File: src/rset_pkg.sv
// ----------------------------------------------------------------------------
// Randomized set table package
// Sizes, operation and status codes, word types, and the command and status
// groups that pass between the controller and the datapath.
// ----------------------------------------------------------------------------
package rset_pkg;

    localparam int CAPACITY = 64;
    localparam int IDX_W    = $clog2(CAPACITY);
    localparam int OCC_W    = $clog2(CAPACITY + 1);
    localparam int VAL_W    = 32;
    localparam int DRAW_W   = 16;
    localparam int CNT_W    = $clog2(DRAW_W + 1);

    localparam logic [1:0] OP_INSERT = 2'd0;
    localparam logic [1:0] OP_REMOVE = 2'd1;
    localparam logic [1:0] OP_RANDOM = 2'd2;

    localparam logic [1:0] STAT_OK    = 2'd0;
    localparam logic [1:0] STAT_MISS  = 2'd1;
    localparam logic [1:0] STAT_FULL  = 2'd2;
    localparam logic [1:0] STAT_EMPTY = 2'd3;

    typedef struct packed {
        logic [1:0]              operation;
        logic signed [VAL_W-1:0] value;
        logic [DRAW_W-1:0]       random_draw;
    } req_t;

    typedef struct packed {
        logic                    success;
        logic [1:0]              status;
        logic signed [VAL_W-1:0] picked_value;
    } rsp_t;

    typedef enum logic [2:0] {
        S_IDLE,
        S_MATCH,
        S_DECIDE,
        S_MV_WR,
        S_DIV,
        S_PICK_RD,
        S_PICK,
        S_FINISH
    } state_t;

    typedef struct packed {
        logic       ready;
        logic       load_in;
        logic       match_en;
        logic       ins_write;
        logic       rd_last;
        logic       mv_write;
        logic       div_start;
        logic       div_step;
        logic       rd_pick;
        logic       res_load;
        logic       res_success;
        logic [1:0] res_status;
        logic       res_pick;
        logic       out_load;
    } ctrl_t;

    typedef struct packed {
        logic [1:0] op;
        logic       hit;
        logic       full;
        logic       empty;
        logic       div_done;
        logic       out_free;
    } stat_t;

endpackage

File: src/rset_ctrl.sv
// ----------------------------------------------------------------------------
// Randomized set table controller
// Sequences the match, the update of the store, the serial modulo and the
// hand-over of each result word.
// ----------------------------------------------------------------------------
module rset_ctrl (
    input  logic            clk,
    input  logic            rst_n,
    input  logic            req_valid,
    input  rset_pkg::stat_t stat,
    output rset_pkg::ctrl_t cmd
);

    rset_pkg::state_t state_reg;
    rset_pkg::state_t state_next;

    always_ff @(posedge clk or negedge rst_n)
    begin
        if (!rst_n)
        begin
            state_reg <= rset_pkg::S_IDLE;
        end
        else
        begin
            state_reg <= state_next;
        end
    end

    always_comb
    begin
        state_next = state_reg;
        case (state_reg)
            rset_pkg::S_IDLE:
            begin
                if (req_valid)
                begin
                    state_next = rset_pkg::S_MATCH;
                end
            end
            rset_pkg::S_MATCH:
            begin
                state_next = rset_pkg::S_DECIDE;
            end
            rset_pkg::S_DECIDE:
            begin
                case (stat.op)
                    rset_pkg::OP_REMOVE:
                    begin
                        state_next = stat.hit ? rset_pkg::S_MV_WR : rset_pkg::S_FINISH;
                    end
                    rset_pkg::OP_RANDOM:
                    begin
                        state_next = stat.empty ? rset_pkg::S_FINISH : rset_pkg::S_DIV;
                    end
                    default:
                    begin
                        state_next = rset_pkg::S_FINISH;
                    end
                endcase
            end
            rset_pkg::S_MV_WR:
            begin
                state_next = rset_pkg::S_FINISH;
            end
            rset_pkg::S_DIV:
            begin
                if (stat.div_done)
                begin
                    state_next = rset_pkg::S_PICK_RD;
                end
            end
            rset_pkg::S_PICK_RD:
            begin
                state_next = rset_pkg::S_PICK;
            end
            rset_pkg::S_PICK:
            begin
                state_next = rset_pkg::S_FINISH;
            end
            rset_pkg::S_FINISH:
            begin
                if (stat.out_free)
                begin
                    state_next = rset_pkg::S_IDLE;
                end
            end
            default:
            begin
                state_next = rset_pkg::S_IDLE;
            end
        endcase
    end

    always_comb
    begin
        cmd = '0;
        case (state_reg)
            rset_pkg::S_IDLE:
            begin
                cmd.ready   = 1'b1;
                cmd.load_in = req_valid;
            end
            rset_pkg::S_MATCH:
            begin
                cmd.match_en = 1'b1;
            end
            rset_pkg::S_DECIDE:
            begin
                case (stat.op)
                    rset_pkg::OP_INSERT:
                    begin
                        cmd.res_load = 1'b1;
                        if (stat.hit)
                        begin
                            cmd.res_status = rset_pkg::STAT_MISS;
                        end
                        else if (stat.full)
                        begin
                            cmd.res_status = rset_pkg::STAT_FULL;
                        end
                        else
                        begin
                            cmd.ins_write   = 1'b1;
                            cmd.res_success = 1'b1;
                            cmd.res_status  = rset_pkg::STAT_OK;
                        end
                    end
                    rset_pkg::OP_REMOVE:
                    begin
                        if (stat.hit)
                        begin
                            cmd.rd_last = 1'b1;
                        end
                        else
                        begin
                            cmd.res_load   = 1'b1;
                            cmd.res_status = rset_pkg::STAT_MISS;
                        end
                    end
                    rset_pkg::OP_RANDOM:
                    begin
                        if (stat.empty)
                        begin
                            cmd.res_load   = 1'b1;
                            cmd.res_status = rset_pkg::STAT_EMPTY;
                        end
                        else
                        begin
                            cmd.div_start = 1'b1;
                        end
                    end
                    default:
                    begin
                        cmd.res_load   = 1'b1;
                        cmd.res_status = rset_pkg::STAT_OK;
                    end
                endcase
            end
            rset_pkg::S_MV_WR:
            begin
                cmd.mv_write    = 1'b1;
                cmd.res_load    = 1'b1;
                cmd.res_success = 1'b1;
                cmd.res_status  = rset_pkg::STAT_OK;
            end
            rset_pkg::S_DIV:
            begin
                cmd.div_step = !stat.div_done;
            end
            rset_pkg::S_PICK_RD:
            begin
                cmd.rd_pick = 1'b1;
            end
            rset_pkg::S_PICK:
            begin
                cmd.res_load    = 1'b1;
                cmd.res_success = 1'b1;
                cmd.res_status  = rset_pkg::STAT_OK;
                cmd.res_pick    = 1'b1;
            end
            rset_pkg::S_FINISH:
            begin
                cmd.out_load = stat.out_free;
            end
            default:
            begin
                cmd = '0;
            end
        endcase
    end

endmodule

File: config.mk
export PLATFORM = sky130hd
export DESIGN_NAME = rset_ctrl
export DESIGN_NICKNAME = d
export VERILOG_FILES = /design/src/rset_pkg.sv /design/src/rset_ctrl.sv
export SDC_FILE = /design/constraint.sdc
export NUM_CORES = 1
export LEC_CHECK = 0
export BUFFER_PORTS_ARGS = -buffer_cell sky130_fd_sc_hd__buf_2
export CORE_AREA = 2 2 39 41
export CTS_CLUSTER_DIAMETER = 150
export DETAILED_ROUTE_END_ITERATION = 16
export DIE_AREA = 0 0 41 43
export PLACE_DENSITY_LB_ADDON = 0.3
export SYNTH_ARGS = -nofsm -noshare
export SYNTH_HDL_FRONTEND = slang
export SYNTH_SLANG_ARGS = --single-unit
File: constraint.sdc
create_clock -name clk -period 2.77 [get_ports clk]
set_input_delay 0.277 -clock clk [delete_from_list [all_inputs] [get_ports clk]]
set_output_delay 0.277 -clock clk [all_outputs]
set_load 0.01 [all_outputs]
==> metrics.csv <==
stage,metric,value,unit
detailed_routing,Routed WL per cell,11.22,um
critical_path,CP required,2.49,ns
clock_network,total CTS buffers,3,
synthesis,Syn Inst Count,52,
timing,setup TNS,0,ns
floorplan,Starting Density,30.74,%
pwr,LEAKAGE,0.3033,nW
clock_network,Clock Sinks,3,
critical_path,Max stage delay on crit path,0.52,ns
final_layout,Layout area overhead,34.41,%
detailed_routing,DRT Wirelength,1055,um
timing,Final min period,1.709,ns
placement,GPL Wtd Cong,0.7713,
synthesis,Async SR Flop Fraction,100.0,%
timing,Setup Skew,0.0001787,ns
timing,final critical-path share of the clock period,61.69,%
synthesis,register bit total from synthesis,3,
timing,Max Freq,585.2,MHz
floorplan,num rows,14,
pwr,Sw Share,49.12,%
critical_path,startpoint types,register,
synthesis,Post-Syn Nets,66,
clock_network,Clock transition at path regs,0.04,ns
final_layout,"commonest non-fill, non-tap cells in the layout","buf_2 (24), inv_1 (6), nand2_1 (5), nor2_1 (5)",
final_layout,Layout Nets,93,
timing,Hold Fails Final Rpt,0,
pwr,clock network power share,16.4,%
synthesis,Synth area leader,dfrtp_1,
pwr,internal cell power,0.2415,mW
critical_path,Crit Path Class,register to output port,
global_routing,largest net degree at the start of global routing,15,
clock_network,CTS H-tree depth,1,
clock_network,post_cts resized,0,
global_routing,vias in the first global route,373,
timing,fin. max-slew vios,0,
timing,final setup vio count,0,
placement,post-DP HPWL,767.7,um
clock_network,root buffer selected by CTS,clkbuf_4,
clock_network,hold buffers post-CTS,1,
critical_path,WP data arrival,1.43,ns
global_routing,first-pass GRT wire length,1483,um
detailed_routing,first drt pass iteration count,4,
pwr,Final Power,0.4746,mW
flow_run,max cap viols,0,
synthesis,synthesized cell area,425.4,um2
critical_path,critical path peak fanout,12,
global_routing,Overflow after GRT,0,
final_layout,share of layout cells above drive strength 1,47.44,%
timing,Final Worst Setup Slack,1.061,ns
synthesis,dominant cells by area after synthesis,"dfrtp_1 (18%), ha_1 (12%), buf_6 (5.3%)",
status,status,finished clean,
timing,RSZ-0062 raised after global routing,no,
synthesis,post-synth top area share,17.65,%
timing,measured slew at the worst slew-check pin,0.4739,ns
clock_network,TritonCTS clock tree,yes,
critical_path,reg2reg start,state_reg[1]$_DFFE_PN0P_,
clock_network,setup bufs post-CTS,0,
critical_path,Worst R2R End,state_reg[0]$_DFFE_PN0P_,
floorplan,DIE WIDTH,41,um
final_layout,total inserted antenna cells,0,
critical_path,Worst setup EP type,output port,
clock_network,Worst-Skew Late Latency,0.24,ns
global_routing,GRT Total Usage,12.66,%
pwr,Pwr Density,830.1,nW/um2
placement,Placement Setup Slack,1.234,ns
synthesis,Post-synth EDFFs,0,
critical_path,R2R setup slack,1.58,ns
detailed_routing,antenna-violating nets left,0,
detailed_routing,ratio of routed vias to standard cells,4.840,
synthesis,Avg Inst Size Synth,8.181,um2
final_layout,"most common cell after layout, fill and taps aside",buf_2,
pwr,power share of the combinational group,53.9,%
timing,Slew HR,68.41,%
detailed_routing,vias after detailed routing,455,
critical_path,CP max stage cell,dfrtp_1,
floorplan,Die Area,1763,um2
pwr,Max VDD drop,0.3114,mV
final_layout,max reg flops,3,
synthesis,YS warnings,0,
clock_network,CTS max path bufs,2,
synthesis,Netlist cell types,29,
pwr,sequential power share,29.7,%
global_routing,initial antenna violation count,0,
pwr,Sw Pwr,0.2331,mW
critical_path,crit path cell chain,nor2_4 > nand2_2 > nor3_1 > buf_2,
floorplan,Core ar.,1384,um2
placement,Port-buffer cells,24,
synthesis,sequential-to-total area share from yosys stat,17.65,%
detailed_routing,initial drt markers,20,
critical_path,Worst R2R Path Depth,2,
floorplan,IO Pins,25,
worst_hold_path,worst hold path class,primary input to asynchronous set/reset pin,
timing,Min Hold Slack,0.3923,ns
detailed_routing,DR DRC count,0,
floorplan,DIE HEIGHT,43,um
synthesis,Post-synth top flop,dfrtp_1,
## power by group through the flow
stage | combinational [mW] | clock [mW] | sequential [mW]
6_report | 0.256 | 0.0778 | 0.141
3_5_place_dp | 0.254 | 0 | 0.140
5_1_grt | 0.289 | 0.0821 | 0.147
4_1_cts | 0.257 | 0.0810 | 0.139
3_3_place_gp | 0.252 | 0 | 0.139
2_1_floorplan | 0.253 | 0 | 0.0862
## routing by layer
layer	up-vias	track usage (%)	wire length [um]
li1	234	-	-
met1	198	16.77	463
met2	21	16.25	499
met3	2	4.188	77
met4	0	9.333	14
met5	-	0	0
## synthesized netlist by cell type, drive strengths merged (2+ instances only)
cell type,n
nor3b,3
dfrtp,3
inv,6
nand2,6
and3,2
nor3,2
buf,3
ha,4
a21oi,4
nor2,6
o21ai,2
## through the flow
step	utilization, %	area, um2	instances
after floorplan	-	425.4	52
after global placement	38.70	535.5	89
after detailed placement	38.70	535.5	89
after CTS	41.32	571.8	94
after global routing	41.32	571.8	94
final	41.32	571.8	94
## layout make-up
cell class | instances | area, um2
repair buffers | 25 | 130.1
flip-flops and latches | 3 | 75.07
well taps | 16 | 20.02
inverters | 6 | 22.52
fillers | 147 | 812.0
multi-input cells | 40 | 297.8
clock buffers | 4 | 26.28
## worst max-delay path: cells and delay by family, from the launching register on
kind,cells,cell delay (ns)
flops,1,0.52
buf+inv,1,0.16
simple gates,3,0.51
## worst max path at each step
stage	start	slack, ns	end
detailed placement	stat[6]	1.23	cmd[2]
floorplan	stat[6]	1.47	cmd[5]
finish	state_reg[0]$_DFFE_PN0P_	1.06	cmd[3]
global route	state_reg[0]$_DFFE_PN0P_	0.96	cmd[3]
CTS	state_reg[0]$_DFFE_PN0P_	1.06	cmd[3]
global placement	stat[6]	1.25	cmd[2]
## logic make-up (layout without fill, tap and decap cells)
group | Yosys count | in the layout | synth area share, %
buffers and inverters | 9 | 35 | 12.35
adder cells (fa/ha/maj) | 4 | 4 | 11.77
AND/OR/NAND/NOR | 24 | 24 | 35.00
flip-flops | 3 | 3 | 17.65
AO/OA/AOI/OAI | 12 | 12 | 23.23
Note: power is estimated with default switching activity, not from simulation.
